<file path="src/rtl/clcd_pkg.sv">
// ----------------------------------------------------------------------------
// clcd_pkg
// types, constants and helpers shared by the character lcd write sequencer
// ----------------------------------------------------------------------------
`default_nettype none

package clcd_pkg;

  localparam int CMD_W     = 2;
  localparam int BYTE_W    = 8;
  localparam int LINE_W    = 2;
  localparam int COLUMN_W  = 5;
  localparam int PCT_W     = 7;
  localparam int HOLD_W    = 13;
  localparam int DAC_W     = 11;
  localparam int PULSE_W   = 8;
  localparam int EXEC_W    = 10;
  localparam int CLEAR_W   = 12;
  localparam int STEP_W    = 4;
  localparam int PADDR_W   = 4;
  localparam int PDATA_W   = 32;

  localparam int QUEUE_DEPTH = 2;

  localparam logic [PULSE_W-1:0] PULSE_RESET = 8'd2;
  localparam logic [EXEC_W-1:0]  EXEC_RESET  = 10'd80;
  localparam logic [CLEAR_W-1:0] CLEAR_RESET = 12'd3000;

  localparam logic [BYTE_W-1:0] LCD_CLEAR      = 8'h01;
  localparam logic [BYTE_W-1:0] LCD_CURSOR_ON  = 8'h0E;
  localparam logic [BYTE_W-1:0] LCD_CURSOR_OFF = 8'h0C;
  localparam logic [BYTE_W-1:0] LCD_SET_ADDR   = 8'h80;

  // floor(x / 100) for x up to 186100 as (x * 167773) >> 24, folded with 1861
  localparam logic [PCT_W-1:0] PCT_FULL  = 7'd100;
  localparam int               DAC_SHIFT = 24;
  localparam logic [28:0]      DAC_SCALE = 29'd312225553;

  localparam logic [HOLD_W-1:0] RS_SETTLE = 13'd1;

  typedef enum logic [CMD_W-1:0] {
    KIND_CMD      = 2'd0,
    KIND_DATA     = 2'd1,
    KIND_CURSOR   = 2'd2,
    KIND_CONTRAST = 2'd3
  } kind_t;

  typedef enum logic [1:0] {
    REG_ENABLE_PULSE = 2'd0,
    REG_EXEC_WAIT    = 2'd1,
    REG_CLEAR_WAIT   = 2'd2,
    REG_NONE         = 2'd3
  } reg_idx_t;

  typedef struct packed {
    kind_t             kind;
    logic [BYTE_W-1:0] byte0;
    logic [BYTE_W-1:0] byte1;
    logic [DAC_W-1:0]  dac;
  } entry_t;

  typedef struct packed {
    logic [PULSE_W-1:0] enable_pulse;
    logic [EXEC_W-1:0]  exec_wait;
    logic [CLEAR_W-1:0] clear_wait;
  } cfg_t;

  function automatic logic [BYTE_W-1:0] row_base(input logic [LINE_W-1:0] line);
    logic [BYTE_W-1:0] base;
    case (line)
      2'd0:    base = 8'h00;
      2'd1:    base = 8'h40;
      2'd2:    base = 8'h14;
      default: base = 8'h54;
    endcase
    return base;
  endfunction

endpackage

`default_nettype wire

</file>
<file path="src/rtl/clcd_if.sv">
// ----------------------------------------------------------------------------
// clcd request and result channels
// valid/ready channels carrying lcd requests in and pin states out
// ----------------------------------------------------------------------------
`default_nettype none

interface clcd_in_if;
  import clcd_pkg::*;

  logic                valid;
  logic                ready;
  logic [CMD_W-1:0]    cmd;
  logic [BYTE_W-1:0]   value;
  logic [LINE_W-1:0]   line;
  logic [COLUMN_W-1:0] column;
  logic                cursor_on;
  logic [PCT_W-1:0]    contrast_percent;

  modport source (output valid, cmd, value, line, column, cursor_on, contrast_percent,
                  input ready);
  modport sink   (input valid, cmd, value, line, column, cursor_on, contrast_percent,
                  output ready);
endinterface

interface clcd_out_if;
  import clcd_pkg::*;

  logic              valid;
  logic              ready;
  logic              rs_pin;
  logic              en_pin;
  logic [BYTE_W-1:0] data_pins;
  logic [HOLD_W-1:0] hold_us;
  logic [DAC_W-1:0]  dac_code;
  logic              is_last;

  modport source (output valid, rs_pin, en_pin, data_pins, hold_us, dac_code, is_last,
                  input ready);
  modport sink   (input valid, rs_pin, en_pin, data_pins, hold_us, dac_code, is_last,
                  output ready);
endinterface

`default_nettype wire

</file>
<file path="src/rtl/char_lcd_write_sequencer.sv">
// ----------------------------------------------------------------------------
// char_lcd_write_sequencer
// turns lcd requests into timed pin states for an 8-bit parallel lcd bus
// ----------------------------------------------------------------------------
// first result is shown once the request has passed the front entry register, the queue and the result register
// results leave one per cycle while the output is not stalled: 4 for a command, 2 for data, 9 for set cursor,
// 1 for contrast; a new request is taken every cycle while the queue has room
// the pin-state stepper in the back part sets the rate, one result per cycle while the output is not stalled
// synchronous active-low reset clears the queue and restores register
// defaults, rs high and data lines low; no clearing pass
`default_nettype none

module char_lcd_write_sequencer #(
  parameter int QUEUE_DEPTH = clcd_pkg::QUEUE_DEPTH
) (
  input  wire logic                          clk,
  input  wire logic                          rst_n,
  clcd_in_if.sink                            in_req,
  clcd_out_if.source                         out_res,
  input  wire logic                          psel,
  input  wire logic                          penable,
  input  wire logic                          pwrite,
  input  wire logic [clcd_pkg::PADDR_W-1:0]  paddr,
  input  wire logic [clcd_pkg::PDATA_W-1:0]  pwdata,
  output logic      [clcd_pkg::PDATA_W-1:0]  prdata,
  output logic                               pready
);
  import clcd_pkg::*;

  logic [PULSE_W-1:0] enable_pulse_r;
  logic [EXEC_W-1:0]  exec_wait_r;
  logic [CLEAR_W-1:0] clear_wait_r;
  cfg_t               cfg;
  reg_idx_t           reg_idx;
  logic               wr_en;

  logic   push_valid, push_ready, q_valid, q_ready;
  entry_t push_data, q_data;

  assign pready  = 1'b1;
  assign reg_idx = reg_idx_t'(paddr[3:2]);
  assign wr_en   = psel && penable && pwrite && pready;

  always_ff @(posedge clk) begin
    if (!rst_n) begin
      enable_pulse_r <= PULSE_RESET;
      exec_wait_r    <= EXEC_RESET;
      clear_wait_r   <= CLEAR_RESET;
    end else if (wr_en) begin
      case (reg_idx)
        REG_ENABLE_PULSE: enable_pulse_r <= pwdata[PULSE_W-1:0];
        REG_EXEC_WAIT:    exec_wait_r    <= pwdata[EXEC_W-1:0];
        REG_CLEAR_WAIT:   clear_wait_r   <= pwdata[CLEAR_W-1:0];
        default: begin
        end
      endcase
    end
  end

  always_comb begin
    case (reg_idx)
      REG_ENABLE_PULSE: prdata = {{(PDATA_W-PULSE_W){1'b0}}, enable_pulse_r};
      REG_EXEC_WAIT:    prdata = {{(PDATA_W-EXEC_W){1'b0}}, exec_wait_r};
      REG_CLEAR_WAIT:   prdata = {{(PDATA_W-CLEAR_W){1'b0}}, clear_wait_r};
      default:          prdata = '0;
    endcase
  end

  assign cfg.enable_pulse = enable_pulse_r;
  assign cfg.exec_wait    = exec_wait_r;
  assign cfg.clear_wait   = clear_wait_r;

  clcd_front u_front (
    .clk        (clk),
    .rst_n      (rst_n),
    .in_req     (in_req),
    .push_valid (push_valid),
    .push_ready (push_ready),
    .push_data  (push_data)
  );

  clcd_queue #(
    .DEPTH (QUEUE_DEPTH)
  ) u_queue (
    .clk        (clk),
    .rst_n      (rst_n),
    .push_valid (push_valid),
    .push_ready (push_ready),
    .push_data  (push_data),
    .pop_valid  (q_valid),
    .pop_ready  (q_ready),
    .pop_data   (q_data)
  );

  clcd_back u_back (
    .clk     (clk),
    .rst_n   (rst_n),
    .cfg     (cfg),
    .q_valid (q_valid),
    .q_ready (q_ready),
    .q_data  (q_data),
    .out_res (out_res)
  );

endmodule

`default_nettype wire

</file>
<file path="src/rtl/clcd_front.sv">
// ----------------------------------------------------------------------------
// clcd_front
// takes requests, works out cursor address bytes and contrast code, registers
// one decoded entry for the queue
// ----------------------------------------------------------------------------
`default_nettype none

module clcd_front (
  input  wire logic            clk,
  input  wire logic            rst_n,
  clcd_in_if.sink              in_req,
  output logic                 push_valid,
  input  wire logic            push_ready,
  output clcd_pkg::entry_t     push_data
);
  import clcd_pkg::*;

  logic   fv_r, fv_nxt;
  entry_t entry_r;
  entry_t entry_nxt;

  logic [BYTE_W-1:0] addr;
  logic [PCT_W-1:0]  pct_diff;
  logic [35:0]       dac_prod;
  logic              take;

  assign in_req.ready = !fv_r || push_ready;
  assign take         = in_req.valid && in_req.ready;
  assign push_valid   = fv_r;
  assign push_data    = entry_r;

  always_comb begin
    addr      = (row_base(in_req.line) + {3'b000, in_req.column}) | LCD_SET_ADDR;
    pct_diff  = PCT_FULL - in_req.contrast_percent;
    dac_prod  = {29'd0, pct_diff} * {7'd0, DAC_SCALE};

    entry_nxt.kind  = kind_t'(in_req.cmd);
    entry_nxt.byte0 = in_req.value;
    entry_nxt.byte1 = in_req.value;
    entry_nxt.dac   = '0;
    case (kind_t'(in_req.cmd))
      KIND_CURSOR: begin
        entry_nxt.byte0 = in_req.cursor_on ? addr : LCD_CURSOR_OFF;
        entry_nxt.byte1 = in_req.cursor_on ? LCD_CURSOR_ON : addr;
      end
      KIND_CONTRAST: begin
        if (in_req.contrast_percent < PCT_FULL) begin
          entry_nxt.dac = dac_prod[DAC_SHIFT+DAC_W-1:DAC_SHIFT];
        end
      end
      default: begin
      end
    endcase

    fv_nxt = take ? 1'b1 : (push_ready ? 1'b0 : fv_r);
  end

  always_ff @(posedge clk) begin
    if (!rst_n) begin
      fv_r <= 1'b0;
    end else begin
      fv_r <= fv_nxt;
    end
  end

  always_ff @(posedge clk) begin
    if (take) begin
      entry_r <= entry_nxt;
    end
  end

  a_front_hold: assert property (@(posedge clk) disable iff (!rst_n)
    fv_r && !push_ready |=> fv_r && $stable(entry_r))
    else $error("front entry changed while the queue was full");

endmodule

`default_nettype wire

</file>
<file path="src/rtl/clcd_queue.sv">
// ----------------------------------------------------------------------------
// clcd_queue
// short queue of decoded requests between front and back
// ----------------------------------------------------------------------------
`default_nettype none

module clcd_queue #(
  parameter int DEPTH = clcd_pkg::QUEUE_DEPTH
) (
  input  wire logic              clk,
  input  wire logic              rst_n,
  input  wire logic              push_valid,
  output logic                   push_ready,
  input  wire clcd_pkg::entry_t  push_data,
  output logic                   pop_valid,
  input  wire logic              pop_ready,
  output clcd_pkg::entry_t       pop_data
);
  import clcd_pkg::*;

  localparam int PTR_W = (DEPTH > 1) ? $clog2(DEPTH) : 1;
  localparam int CNT_W = $clog2(DEPTH + 1);
  localparam logic [PTR_W-1:0] LAST_PTR = PTR_W'(DEPTH - 1);
  localparam logic [CNT_W-1:0] FULL_CNT = CNT_W'(DEPTH);

  entry_t mem_r [DEPTH];
  logic [PTR_W-1:0] wr_ptr_r, wr_ptr_nxt;
  logic [PTR_W-1:0] rd_ptr_r, rd_ptr_nxt;
  logic [CNT_W-1:0] count_r, count_nxt;
  logic push, pop;

  assign push_ready = count_r != FULL_CNT;
  assign pop_valid  = count_r != '0;
  assign pop_data   = mem_r[rd_ptr_r];
  assign push       = push_valid && push_ready;
  assign pop        = pop_valid && pop_ready;

  always_comb begin
    wr_ptr_nxt = wr_ptr_r;
    rd_ptr_nxt = rd_ptr_r;
    if (push) begin
      wr_ptr_nxt = (wr_ptr_r == LAST_PTR) ? '0 : wr_ptr_r + 1'b1;
    end
    if (pop) begin
      rd_ptr_nxt = (rd_ptr_r == LAST_PTR) ? '0 : rd_ptr_r + 1'b1;
    end
    count_nxt = count_r + CNT_W'(push) - CNT_W'(pop);
  end

  always_ff @(posedge clk) begin
    if (!rst_n) begin
      wr_ptr_r <= '0;
      rd_ptr_r <= '0;
      count_r  <= '0;
    end else begin
      wr_ptr_r <= wr_ptr_nxt;
      rd_ptr_r <= rd_ptr_nxt;
      count_r  <= count_nxt;
    end
  end

  always_ff @(posedge clk) begin
    if (push) begin
      mem_r[wr_ptr_r] <= push_data;
    end
  end

  a_queue_count: assert property (@(posedge clk) disable iff (!rst_n)
    push && !pop |=> count_r == $past(count_r) + 1'b1)
    else $error("queue count lost a request");

endmodule

`default_nettype wire

</file>
<file path="src/rtl/clcd_back.sv">
// ----------------------------------------------------------------------------
// clcd_back
// steps through the pin states of the request at the queue head into the
// result register, one per cycle while the output is not stalled
// ----------------------------------------------------------------------------
`default_nettype none

module clcd_back (
  input  wire logic              clk,
  input  wire logic              rst_n,
  input  wire clcd_pkg::cfg_t    cfg,
  input  wire logic              q_valid,
  output logic                   q_ready,
  input  wire clcd_pkg::entry_t  q_data,
  clcd_out_if.source             out_res
);
  import clcd_pkg::*;

  logic [STEP_W-1:0] step_r, step_nxt;
  logic              rs_level_r, rs_level_nxt;
  logic [BYTE_W-1:0] data_level_r, data_level_nxt;
  logic              out_valid_r, out_valid_nxt;

  logic              rs_r, en_r, last_r;
  logic [BYTE_W-1:0] data_r;
  logic [HOLD_W-1:0] hold_r;
  logic [DAC_W-1:0]  dac_r;

  logic              rs_c, en_c, last_c;
  logic [BYTE_W-1:0] data_c, byte_sel;
  logic [HOLD_W-1:0] hold_c;
  logic [DAC_W-1:0]  dac_c;
  logic [STEP_W-1:0] last_step;
  logic [1:0]        sub;
  logic              tail, advance;

  assign advance = q_valid && (!out_valid_r || out_res.ready);

  always_comb begin
    last_step = '0;
    sub       = step_r[1:0];
    byte_sel  = q_data.byte0;
    tail      = 1'b0;
    case (q_data.kind)
      KIND_CMD: begin
        last_step = 4'd3;
      end
      KIND_DATA: begin
        last_step = 4'd1;
        sub       = step_r[1:0] + 2'd1;
      end
      KIND_CURSOR: begin
        last_step = 4'd8;
        byte_sel  = step_r[2] ? q_data.byte1 : q_data.byte0;
        tail      = step_r[3];
      end
      KIND_CONTRAST: begin
        tail      = 1'b1;
      end
      default: begin
      end
    endcase
    last_c = step_r == last_step;

    rs_c   = rs_level_r;
    en_c   = 1'b0;
    data_c = byte_sel;
    hold_c = '0;
    dac_c  = '0;
    if (tail) begin
      if (q_data.kind == KIND_CONTRAST) begin
        data_c = data_level_r;
        dac_c  = q_data.dac;
      end else begin
        data_c = '0;
      end
    end else begin
      case (sub)
        2'd0: begin
          rs_c   = 1'b0;
          data_c = data_level_r;
          hold_c = RS_SETTLE;
        end
        2'd1: begin
          en_c   = 1'b1;
          hold_c = HOLD_W'(cfg.enable_pulse);
        end
        2'd2: begin
          hold_c = HOLD_W'(cfg.exec_wait);
        end
        default: begin
          rs_c   = 1'b1;
          hold_c = RS_SETTLE;
          if (byte_sel == LCD_CLEAR) begin
            hold_c = RS_SETTLE + HOLD_W'(cfg.clear_wait);
          end
        end
      endcase
    end

    step_nxt       = step_r;
    rs_level_nxt   = rs_level_r;
    data_level_nxt = data_level_r;
    out_valid_nxt  = out_res.ready ? 1'b0 : out_valid_r;
    if (advance) begin
      step_nxt       = last_c ? '0 : step_r + 1'b1;
      rs_level_nxt   = rs_c;
      data_level_nxt = data_c;
      out_valid_nxt  = 1'b1;
    end
  end

  assign q_ready = advance && last_c;

  always_ff @(posedge clk) begin
    if (!rst_n) begin
      step_r       <= '0;
      rs_level_r   <= 1'b1;
      data_level_r <= '0;
      out_valid_r  <= 1'b0;
    end else begin
      step_r       <= step_nxt;
      rs_level_r   <= rs_level_nxt;
      data_level_r <= data_level_nxt;
      out_valid_r  <= out_valid_nxt;
    end
  end

  always_ff @(posedge clk) begin
    if (advance) begin
      rs_r   <= rs_c;
      en_r   <= en_c;
      data_r <= data_c;
      hold_r <= hold_c;
      dac_r  <= dac_c;
      last_r <= last_c;
    end
  end

  assign out_res.valid     = out_valid_r;
  assign out_res.rs_pin    = rs_r;
  assign out_res.en_pin    = en_r;
  assign out_res.data_pins = data_r;
  assign out_res.hold_us   = hold_r;
  assign out_res.dac_code  = dac_r;
  assign out_res.is_last   = last_r;

  a_step_has_request: assert property (@(posedge clk) disable iff (!rst_n)
    step_r != '0 |-> q_valid)
    else $error("sequencer mid request with an empty queue");

  a_step_in_range: assert property (@(posedge clk) disable iff (!rst_n)
    q_valid |-> step_r <= last_step)
    else $error("sequencer step beyond the request length");

  a_rs_idle_high: assert property (@(posedge clk) disable iff (!rst_n)
    step_r == '0 |-> rs_level_r)
    else $error("rs left low between requests");

endmodule

`default_nettype wire
</file>
<file path="src/flat_wrapper.sv">
// flat-port wrapper written by rule: the top's interface ports become plain ports
module char_lcd_write_sequencer_flat import clcd_pkg::*;
#(
  parameter int QUEUE_DEPTH = clcd_pkg::QUEUE_DEPTH
)
  (clk, rst_n, psel, penable, pwrite, paddr, pwdata, prdata, pready, in_req_valid, in_req_cmd, in_req_value, in_req_line, in_req_column, in_req_cursor_on, in_req_contrast_percent, in_req_ready, out_res_valid, out_res_rs_pin, out_res_en_pin, out_res_data_pins, out_res_hold_us, out_res_dac_code, out_res_is_last, out_res_ready);
  clcd_in_if in_req_i ();
  clcd_out_if out_res_i ();
  input  wire logic clk;
  input  wire logic rst_n;
  input  wire logic psel;
  input  wire logic penable;
  input  wire logic pwrite;
  input  wire logic [clcd_pkg::PADDR_W-1:0] paddr;
  input  wire logic [clcd_pkg::PDATA_W-1:0] pwdata;
  output logic      [clcd_pkg::PDATA_W-1:0] prdata;
  output logic pready;
  input wire logic [$bits(in_req_i.valid)-1:0] in_req_valid;
  input wire logic [$bits(in_req_i.cmd)-1:0] in_req_cmd;
  input wire logic [$bits(in_req_i.value)-1:0] in_req_value;
  input wire logic [$bits(in_req_i.line)-1:0] in_req_line;
  input wire logic [$bits(in_req_i.column)-1:0] in_req_column;
  input wire logic [$bits(in_req_i.cursor_on)-1:0] in_req_cursor_on;
  input wire logic [$bits(in_req_i.contrast_percent)-1:0] in_req_contrast_percent;
  output wire logic [$bits(in_req_i.ready)-1:0] in_req_ready;
  output wire logic [$bits(out_res_i.valid)-1:0] out_res_valid;
  output wire logic [$bits(out_res_i.rs_pin)-1:0] out_res_rs_pin;
  output wire logic [$bits(out_res_i.en_pin)-1:0] out_res_en_pin;
  output wire logic [$bits(out_res_i.data_pins)-1:0] out_res_data_pins;
  output wire logic [$bits(out_res_i.hold_us)-1:0] out_res_hold_us;
  output wire logic [$bits(out_res_i.dac_code)-1:0] out_res_dac_code;
  output wire logic [$bits(out_res_i.is_last)-1:0] out_res_is_last;
  input wire logic [$bits(out_res_i.ready)-1:0] out_res_ready;
  assign in_req_i.valid = in_req_valid;
  assign in_req_i.cmd = in_req_cmd;
  assign in_req_i.value = in_req_value;
  assign in_req_i.line = in_req_line;
  assign in_req_i.column = in_req_column;
  assign in_req_i.cursor_on = in_req_cursor_on;
  assign in_req_i.contrast_percent = in_req_contrast_percent;
  assign in_req_ready = in_req_i.ready;
  assign out_res_valid = out_res_i.valid;
  assign out_res_rs_pin = out_res_i.rs_pin;
  assign out_res_en_pin = out_res_i.en_pin;
  assign out_res_data_pins = out_res_i.data_pins;
  assign out_res_hold_us = out_res_i.hold_us;
  assign out_res_dac_code = out_res_i.dac_code;
  assign out_res_is_last = out_res_i.is_last;
  assign out_res_i.ready = out_res_ready;
  char_lcd_write_sequencer #(.QUEUE_DEPTH(QUEUE_DEPTH)) u_core (.clk(clk), .rst_n(rst_n), .in_req(in_req_i), .out_res(out_res_i), .psel(psel), .penable(penable), .pwrite(pwrite), .paddr(paddr), .pwdata(pwdata), .prdata(prdata), .pready(pready));
endmodule
</file>
<file path="config.mk">
export PLATFORM = sky130hd
export DESIGN_NAME = char_lcd_write_sequencer_flat
export DESIGN_NICKNAME = d
export VERILOG_FILES = /design/src/rtl/clcd_pkg.sv /design/src/rtl/clcd_if.sv /design/src/rtl/char_lcd_write_sequencer.sv /design/src/rtl/clcd_front.sv /design/src/rtl/clcd_queue.sv /design/src/rtl/clcd_back.sv /design/src/flat_wrapper.sv
export SDC_FILE = /design/constraint.sdc
export NUM_CORES = 1
export LEC_CHECK = 0
export ABC_AREA = 1
export BUFFER_PORTS_ARGS = -buffer_cell sky130_fd_sc_hd__buf_2
export CORE_MARGIN = 2
export CORE_UTILIZATION = 60
export DETAILED_ROUTE_END_ITERATION = 8
export PLACE_DENSITY_LB_ADDON = 0.25
export SLEW_MARGIN = 20
export SYNTH_ARGS = -nofsm -noshare
export SYNTH_HDL_FRONTEND = slang
export SYNTH_SLANG_ARGS = --single-unit
</file>
<file path="constraint.sdc">
create_clock -name clk -period 11.9 [get_ports clk]
set_input_delay 2.975 -clock clk [delete_from_list [all_inputs] [get_ports clk]]
set_output_delay 2.975 -clock clk [all_outputs]
set_load 0.005 [all_outputs]
</file>
# [Word level (Yosys, flattened, before mapping)]
# Memories as Yosys holds them, arrays and structs flattened. A register that Yosys moved wholly into a read port is not among the register bits.
# Index checks and enable logic that the tools add are counted.
# Widths: inputs -> output; s select.
[word_totals] ram_bits=58 regBits=113 memories=1 in_bits=68 wordCells=100
[classes] n_lt_le_gt_ge=1 n_mux=29 n_addsub=9 multipliers=1 n_reduce_logical=24 eq_ne=14
[mem_list] name="u_core.u_queue.mem_r" depth=2 width=29 read_ports=1 rd_clocked_by_memory_dff=1 wr=1 line="clcd_queue.sv:26" text="entry_t mem_r [DEPTH];"
[ops] operator="$mux 8" count=7
[ops] operator="$pmux 13 s3" count=1
[ops] operator="$pmux 12 s3" count=1
[ops] operator="$mul 7x29->35 const B" count=1
[ops] operator="$pmux 7 s3" count=1
[ops] operator="$mux 16" count=1
[ops] operator="$eq 2x2->1 const B" count=7
[ops] operator="$add 1x12->13 const A" count=1
[ops] operator="$mux 13" count=1
[ops] operator="$mux 1" count=12
[ops] operator="$pmux 4 s3" count=1
[ops] operator="$reduce_and 2->1" count=5
[ops] operator="$eq 2x1->1 const B" count=4
[ops] operator="$eq 8x1->1 const B" count=1
[ops] operator="$logic_not 2->1" count=4
[ops] operator="$add 7x5->7" count=1
[ops] operator="$logic_and 1x1->1" count=7
[ops] operator="$lt 7x7->1 const B" count=1
[ops] operator="$sub 7x7->7 const A" count=1
[ops] operator="$reduce_bool 2->1" count=3
[ops] operator="$add 4x1->4 const B" count=1
[ops] operator="$eq 4x4->1" count=1
[ops] operator="$mux 4" count=1
[ops] operator="$pmux 1 s2" count=2
[ops] operator="other kinds (9)" count=12

# [Longest topological paths before layout]
# Gate-level depths: netlist of run 1.
[logic_depth] ltp_word=7 depth_mapped=26 depth_no_buf=26

# [By module]
# Synthesis of run 1 repeated with hierarchy kept, for this count alone.
[unflattened] hier_cells=1265 area_unflattened_um2=11084.4
[modules_own_cells] module="clcd_front" n_inst=1 area_each_um2=4347.9 seq_area_each_um2=890.9 cells_per_inst=560
[modules_own_cells] module="clcd_back" n_inst=1 area_each_um2=2766.4 seq_area_each_um2=1331.3 cells_per_inst=337
[modules_own_cells] module="clcd_queue" n_inst=1 area_each_um2=2368.5 seq_area_each_um2=1841.8 cells_per_inst=126
[modules_own_cells] module="char_lcd_write_sequencer" n_inst=1 area_each_um2=1601.5 seq_area_each_um2=600.6 cells_per_inst=242

# [Worst setup path after synthesis of run 1]
# OpenSTA, ideal clock, no wires.
[synth_path] kind="input to register" startpoint="in in_req_contrast_percent[0]" endpoint="reg u_core.u_front.entry_r, in the netlist u_core.u_front.push_data[8] (data pin)" arrival_time_ns=7.385 cell_stages=23 setup_slack_ns=4.262 path_buffers=0 setup_ns=0.253 path_cell_list="inv_1 -> ha_1 -> inv_1 -> nand2_1 -> nand3_1 -> nand2_1 -> xor2_1 -> inv_1 -> fa_1 -> fa_1 -> inv_1 -> fa_1 -> ha_1 -> ha_1 -> nand2_1 -> nor4_1 -> nand2_1 -> nand2_1 -> nand2_1 -> nand2_1 -> nand2_1 -> nand2_1 -> nor2_1"
[synth_between] elab_chain_cells=2 word_cells_on_any_way=4 classes_between="add/sub (1); mul (1); order compare (1); reduce/logical (1)"
[synth_lines] element="start, declared" line="flat_wrapper.sv:24" text="input wire logic [$bits(in_req_i.contrast_percent)-1:0] in_req_contrast_percent;"
[synth_lines] element="$sub 7x7->7 or $lt 7x7->1 (tied branches)" line="clcd_front.sv:34, clcd_front.sv:47"
[synth_lines] element="$mul 7x29->35 or $reduce_and 2->1 (tied branches)"
[synth_lines] element="end signal, assigned" line="clcd_front.sv:68" text="entry_r <= entry_nxt;"
[synth_lines] element="end, declared" line="clcd_front.sv:19" text="entry_t entry_r;"
# Parallel ways exist; a longest one is shown, timed or not.
# A chain may end at the register's enable or synchronous reset.

# [Worst setup path after layout of run 1]
[layout_path] startpoint="in in_req_contrast_percent[0]" endpoint="reg u_core.u_front.entry_r, in the netlist u_core.u_front.push_data[7] (data pin)"
# The elaborated chain is that of the path after synthesis.

==> impl_metrics.csv, run 1 <==
group,metric,value,unit
route,routed_wl,24.46,mm
synth,yosysSeqAreaShare,43.67,%
cts,cts-root-buf,"clkbuf_16",
timing,finalClockSkew,0.01805,ns
hold_path,hp-class,"register to register",
floorplan,num_io_pins,138,
route,drt-met1-wl,9.938,mm
synth,netlist_area,10680,um2
power_and_ir_drop,ir_drop,0.2370,mV
synth,ys_ff_latch,172,
synth,yosys_warnings,0,
timing,setup_tns,0,ns
setup_path,cpMaxStageDelayCell,"fa_1",
route,maxUsedRoutingLayer,"met4",
route,route.met2.wl,12.36,mm
synth,syn_area_per_cell,8.621,um2
grt,grt-ovfl-total,0,
synth,syn_inst,1239,
placed_design,dp_hpwl,18.01,mm
placed_design,pre_cts_ws,3.556,ns
synth,yosysMostFrequentCell,"nand2_1",
finish,fill_cells,1383,
floorplan,start_util,61.54,%
cts,cts-htree-levels,4,
route,met3_length,1.439,mm
cts,cts.sinks,172,
setup_path,critical_path.max_fanout,10,
grt,grt_max_degree,42,
timing,fin_ws,4.077,ns
cts,cts.path.max_buffers,2,
synth,synth_cell_types,43,
synth,synth_top_cell_by_area,"edfxtp_1",
grt,grt_pass1_vias,8526,
setup_path,cp-end-kind,"register",
timing,slew_headroom,36.51,%
floorplan,core_area,17360,um2
timing,final-max-slew-violation-count,0,
timing,hold_viol_final,0,
timing,finalCriticalPeriod,7.823,ns
cts,numCtsBuffers,17,
route,drcViolationCount,0,
grt,grt_antenna_before_repair,0,
setup_path,criticalPathCategory,"input pin to register",
route,avgViaCountPerCell,5.528,
timing,setup_viol,0,
floorplan,fp.dieArea,18890,um2
cts,worstSkewPairLatency,0.44,ns
placed_design,gp_congestion,0.8808,
floorplan,die_h,137.4,um
setup_path,start_kind,"input pin",
cts,postCtsHoldBufs,0,
timing,rsz0062_at_grt,"no",
power_and_ir_drop,power_density,222.2,nW/um2
synth,async_reset_ff_share,0,%
synth,synth_edf_count,122,
finish,layout.nets,1517,
flow_run,cap_violations,0,
synth,synthTopCellsByArea,"edfxtp_1 (34%), ha_1 (12%), dfxtp_1 (9.4%), nand2_1 (9.3%), inv_1 (6.8%)",
route,first_iter_violations,597,
finish,area_growth,10.94,%
setup_path,crit_arrival,8.01,ns
cts,postCtsSetupBuffers,0,
power_and_ir_drop,design_power_total,2633,uW
route,wire_per_inst,15.63,um
placed_design,port_buffers,94,
synth,yosys-top-cells-count,"nand2_1 (264), inv_1 (193), edfxtp_1 (122), ha_1 (101), a21oi_1 (97)",
grt,grt_pass1_wl,40.10,mm
finish,layout-drive-gt1-share,11.72,%
cts,tritoncts,"built",
cts,clk_pin_slew_worst_paths,0.07,ns
setup_path,cp.required,12.09,ns
synth,synth_top_area_share,34.30,%
setup_path,cpPeakStageDelay,0.57,ns
route,vias,8651,
status,status,"finished clean",
timing,tightest_slew,0.9489,ns
finish,diodes,0,
floorplan,placementRows,48,
setup_path,path_buf_inv,7,
cts,ctsResizeCount,0,
grt,gr-usage-all-layers,27.35,%
route,drtAntennaViolNets,0,
timing,fmax,0.1278,GHz
timing,fin_crit_sh,65.74,%
floorplan,fp.dieW,137.4,um
route,drt-pass1-iter-count,6,
setup_path,critPathTopFamily,"adder cells",
power_and_ir_drop,power_leakage,0.005539,uW
synth,synth_ff_type,"edfxtp_1",
[cell families (layout without fill, tap and decap cells)]
group / Yosys count / after routing / share of synthesized area [%]
compound gates: 239 / 239 / 12.35
buf+inv: 247 / 329 / 9.699
xor+xnor: 16 / 16 / 1.312
flops: 172 / 172 / 43.67
simple gates: 441 / 441 / 17.14
fa+ha+maj: 122 / 122 / 15.77
other cells: 2 / 21 / 0.07031
[sequential cells by signal, summed over array words and instances, names as in the netlist, 2 cells and up, named ones only]
signal                           cells
u_core.u_queue.count_r               2
u_core.u_back.out_res.hold_us       13
u_core.enable_pulse_r                8
u_core.u_queue.mem_r                58
u_core.u_back.out_res.dac_code      11
u_core.u_back.out_res.data_pins      8
u_core.u_back.step_r                 4
u_core.clear_wait_r                 12
u_core.u_front.push_data            29
u_core.u_back.data_level_r           8
u_core.exec_wait_r                  10
[path summary, 6_finish.rpt]
kind	start	to	slack (ns)	cells after the start
worst max-delay path	in_req_contrast_percent[0]	u_core.u_front.push_data[7]	4.08	25
worst min register to register	u_core.u_front.push_data[20]	u_core.u_queue.mem_r[0][20]	0.45	0
worst max register to register	register	u_core.u_back.out_res.hold_us[8]	8.18	12
worst min-delay path	u_core.u_front.push_data[20]	u_core.u_queue.mem_r[0][20]	0.45	0
[metal layers]
metal | up-vias | track usage, %
met2 | 344 | 48.76
met5 | - | 0
met4 | 0 | 10.71
met3 | 57 | 4.268
li1 | 4246 | -
met1 | 4004 | 33.18
[power by group]
group | total, uW | switching (uW) | internal (uW)
combinational | 1240 | 830 | 413
sequential | 852 | 40.7 | 812
clock | 539 | 259 | 279
total | 2630 | 1130 | 1500
[through the flow]
step	area, um2	hold WS [ns]	util, %	std cells
finish	11850	0.4458	68.27	1565
global route	11850	0.4511	68.27	1565
CTS	11850	0.4428	68.26	1565
detailed placement	11270	0.4290	64.93	1533
global placement	11270	0.4220	64.93	1533
floorplan	10750	0.4215	-	1258
[layout make-up]
| type | instances | area, um2 | area share, % |
|---|---|---|---|
| clock buffers | 17 | 425.4 | 3.590 |
| multi-input cells | 839 | 5067 | 42.76 |
| clock inverters | 15 | 152.6 | 1.288 |
| repair buffers | 101 | 523.0 | 4.413 |
| flip-flops and latches | 172 | 4664 | 39.36 |
| well taps | 225 | 281.5 | 2.376 |
| inverters | 196 | 735.7 | 6.208 |
[cell usage in the layout (no fill, tap or decap), types with 14 or more instances in the layout]
cell,n
nand2_1,264
o21ai_0,85
nand3_1,39
clkbuf_16,17
a21oi_1,97
nand4_1,14
xor2_1,15
conb_1,21
edfxtp_1,122
inv_1,192
ha_1,101
dfxtp_1,50
fa_1,21
o22ai_1,15
nor2_1,92
buf_2,94
No activity file was read; power rests on OpenSTA's default activity.
==> run 2: changes to the inputs <==
CORE_UTILIZATION = 53   (was 60)
clock period = 6.8 ns   (was 11.9 ns; I/O delays follow)
==> run 2 against run 1 <==
Effect of this change: flip-flop and latch count is the same; largest power group unchanged; sequential power up 75%; clock power up 70%; total power grew 74%; highest routed layer unchanged.
==> impl_metrics.csv, run 2 (synthesis gave the netlist of run 1 again) <==
group,metric,value,unit
grt,grt_pass1_vias,7855,
route,wire_per_inst,15.12,um
route,avgViaCountPerCell,5.272,
timing,slew_headroom,46.13,%
setup_path,cp.required,6.97,ns
cts,worstSkewPairLatency,0.42,ns
floorplan,fp.dieW,146.0,um
placed_design,gp_congestion,0.9343,
placed_design,dp_hpwl,18.19,mm
hold_path,hp-class,"register to register",
route,drcViolationCount,0,
cts,cts-htree-levels,4,
finish,fin_area,11910,um2
route,routed_wl,24.32,mm
cts,cts-root-buf,"clkbuf_16",
floorplan,placementRows,51,
finish,fin_util,60.81,%
setup_path,crit_top_cell,"nand2_1",
timing,finalCriticalPeriod,6.023,ns
cts,postCtsHoldBufs,0,
floorplan,fp.dieArea,21310,um2
timing,fin_crit_sh,88.58,%
setup_path,cp-end-kind,"register",
setup_path,cpMaxStageDelayCell,"fa_1",
cts,cts.sinks,172,
placed_design,placed_area,11350,um2
grt,grt-ovfl-total,0,
finish,regMostFlops,"u_core.u_queue.mem_r",
timing,setup_tns,0,ns
floorplan,die_h,146.0,um
route,drtAntennaViolNets,0,
timing,setup_viol,0,
grt,grt_pass1_wl,39.36,mm
flow_run,cap_violations,0,
cts,cts.path.max_buffers,2,
floorplan,num_io_pins,138,
timing,fmax,0.1660,GHz
route,first_iter_violations,807,
timing,final-max-slew-violation-count,0,
finish,area_growth,11.53,%
route,vias,8482,
grt,gr-usage-all-layers,23.18,%
grt,grt_max_degree,42,
route,drt-pass1-iter-count,6,
power_and_ir_drop,power_density,383.9,nW/um2
timing,tightest_slew,0.8051,ns
placed_design,port_buffers,94,
floorplan,core_area,19590,um2
setup_path,criticalPathCategory,"input pin to register",
power_and_ir_drop,power_leakage,0.005558,uW
timing,finalClockSkew,0.009630,ns
setup_path,crit_arrival,6.19,ns
setup_path,start_kind,"input pin",
floorplan,start_util,54.53,%
cts,tritoncts,"built",
grt,grt_antenna_before_repair,0,
setup_path,cpPeakStageDelay,0.73,ns
timing,hold_viol_final,0,
finish,layout.nets,1521,
cts,clk_pin_slew_worst_paths,0.06,ns
status,status,"finished clean",
finish,diodes,0,
cts,ctsResizeCount,0,
setup_path,crit_chain,"buf_2, o21ai_0, nand2_1, nor2_1, xor2_1, inv_1, fa_1, fa_1, inv_1, fa_1, ha_1, ha_1, a21oi_1, o21ai_0, a21oi_1, nand2_1, nand2_1, nand3_1, nand2_1, nor2_1",
cts,postCtsSetupBuffers,0,
power_and_ir_drop,ir_drop,0.2694,mV
finish,final_common_cell,"nand2_1",
cts,numCtsBuffers,17,
timing,rsz0062_at_grt,"no",
finish,largest_reg_flops,58,
finish,layout-drive-gt1-share,11.90,%
finish,mostFrequentLayoutCells,"nand2_1 (264), inv_1 (192), edfxtp_1 (122), ha_1 (101), a21oi_1 (97)",
setup_path,critical_path.max_fanout,4,
## run 2: cell count changes in the layout (fill, tap and decap cells not counted), sizes merged
cell | previous run | this run
buf | 101 | 105
inv | 203 | 204
clkbuf | 17 | 19
clkinv | 7 | 4
## run 2: worst paths after layout
path	startpoint	to	slack [ns]	cells after the start
min reg2reg	u_core.u_front.push_data[7]	u_core.u_queue.mem_r[1][7]	0.44	0
min	u_core.u_front.push_data[7]	u_core.u_queue.mem_r[1][7]	0.44	0
max reg2reg	register	u_core.u_back.out_res.hold_us[8]	3.14	12
max	in_req_contrast_percent[0]	u_core.u_front.push_data[9]	0.78	20
## run 2: layout make-up
class	count	area (um2)
clock buffer	19	454.2
clock inverter	13	102.6
fill	1754	7677
inverter	196	735.7
multi-input combinational	839	5071
sequential	172	4664
tap	265	331.6
timing repair buffer	105	553.0
## run 2: layer usage
metal	share of wire, %	vias to the layer above	routed length [um]	global-route usage, %
li1	-	4260	-	-
met1	45	3910	11040	32.11
met2	47	285	11530	38.49
met3	5.6	27	1368	3.354
met4	1.6	0	383	5.784
met5	0	-	0	0
## run 2: where the power goes
group | switching, uW | internal (uW) | total [uW] | leakage (uW)
sequential | 71.5 | 1420 | 1490 | 0.00157
clock | 418 | 499 | 916 | 0.000280
combinational | 1440 | 720 | 2160 | 0.00371
## run 2: per-stage QoR
stage / std cells / hold WS (ns) / total power, uW / setup slack [ns]
CTS: 1609 / 0.4444 / 4585 / 0.8148
global route: 1609 / 0.4561 / 4948 / 0.4510
detailed placement: 1577 / 0.4325 / 3660 / 0.4340
floorplan: 1258 / 0.4215 / 3040 / 0.4371
global placement: 1577 / 0.4217 / 3613 / 0.4606
finish: 1609 / 0.4418 / 4573 / 0.7768
## run 2: critical path: cells and delay by family
| family | cells | cell delay [ns] |
|---|---|---|
| buf+inv | 3 | 0.35 |
| fa+ha+maj | 5 | 2.27 |
| xor+xnor | 1 | 0.20 |
| compound gates | 4 | 0.87 |
| simple gates | 7 | 0.80 |
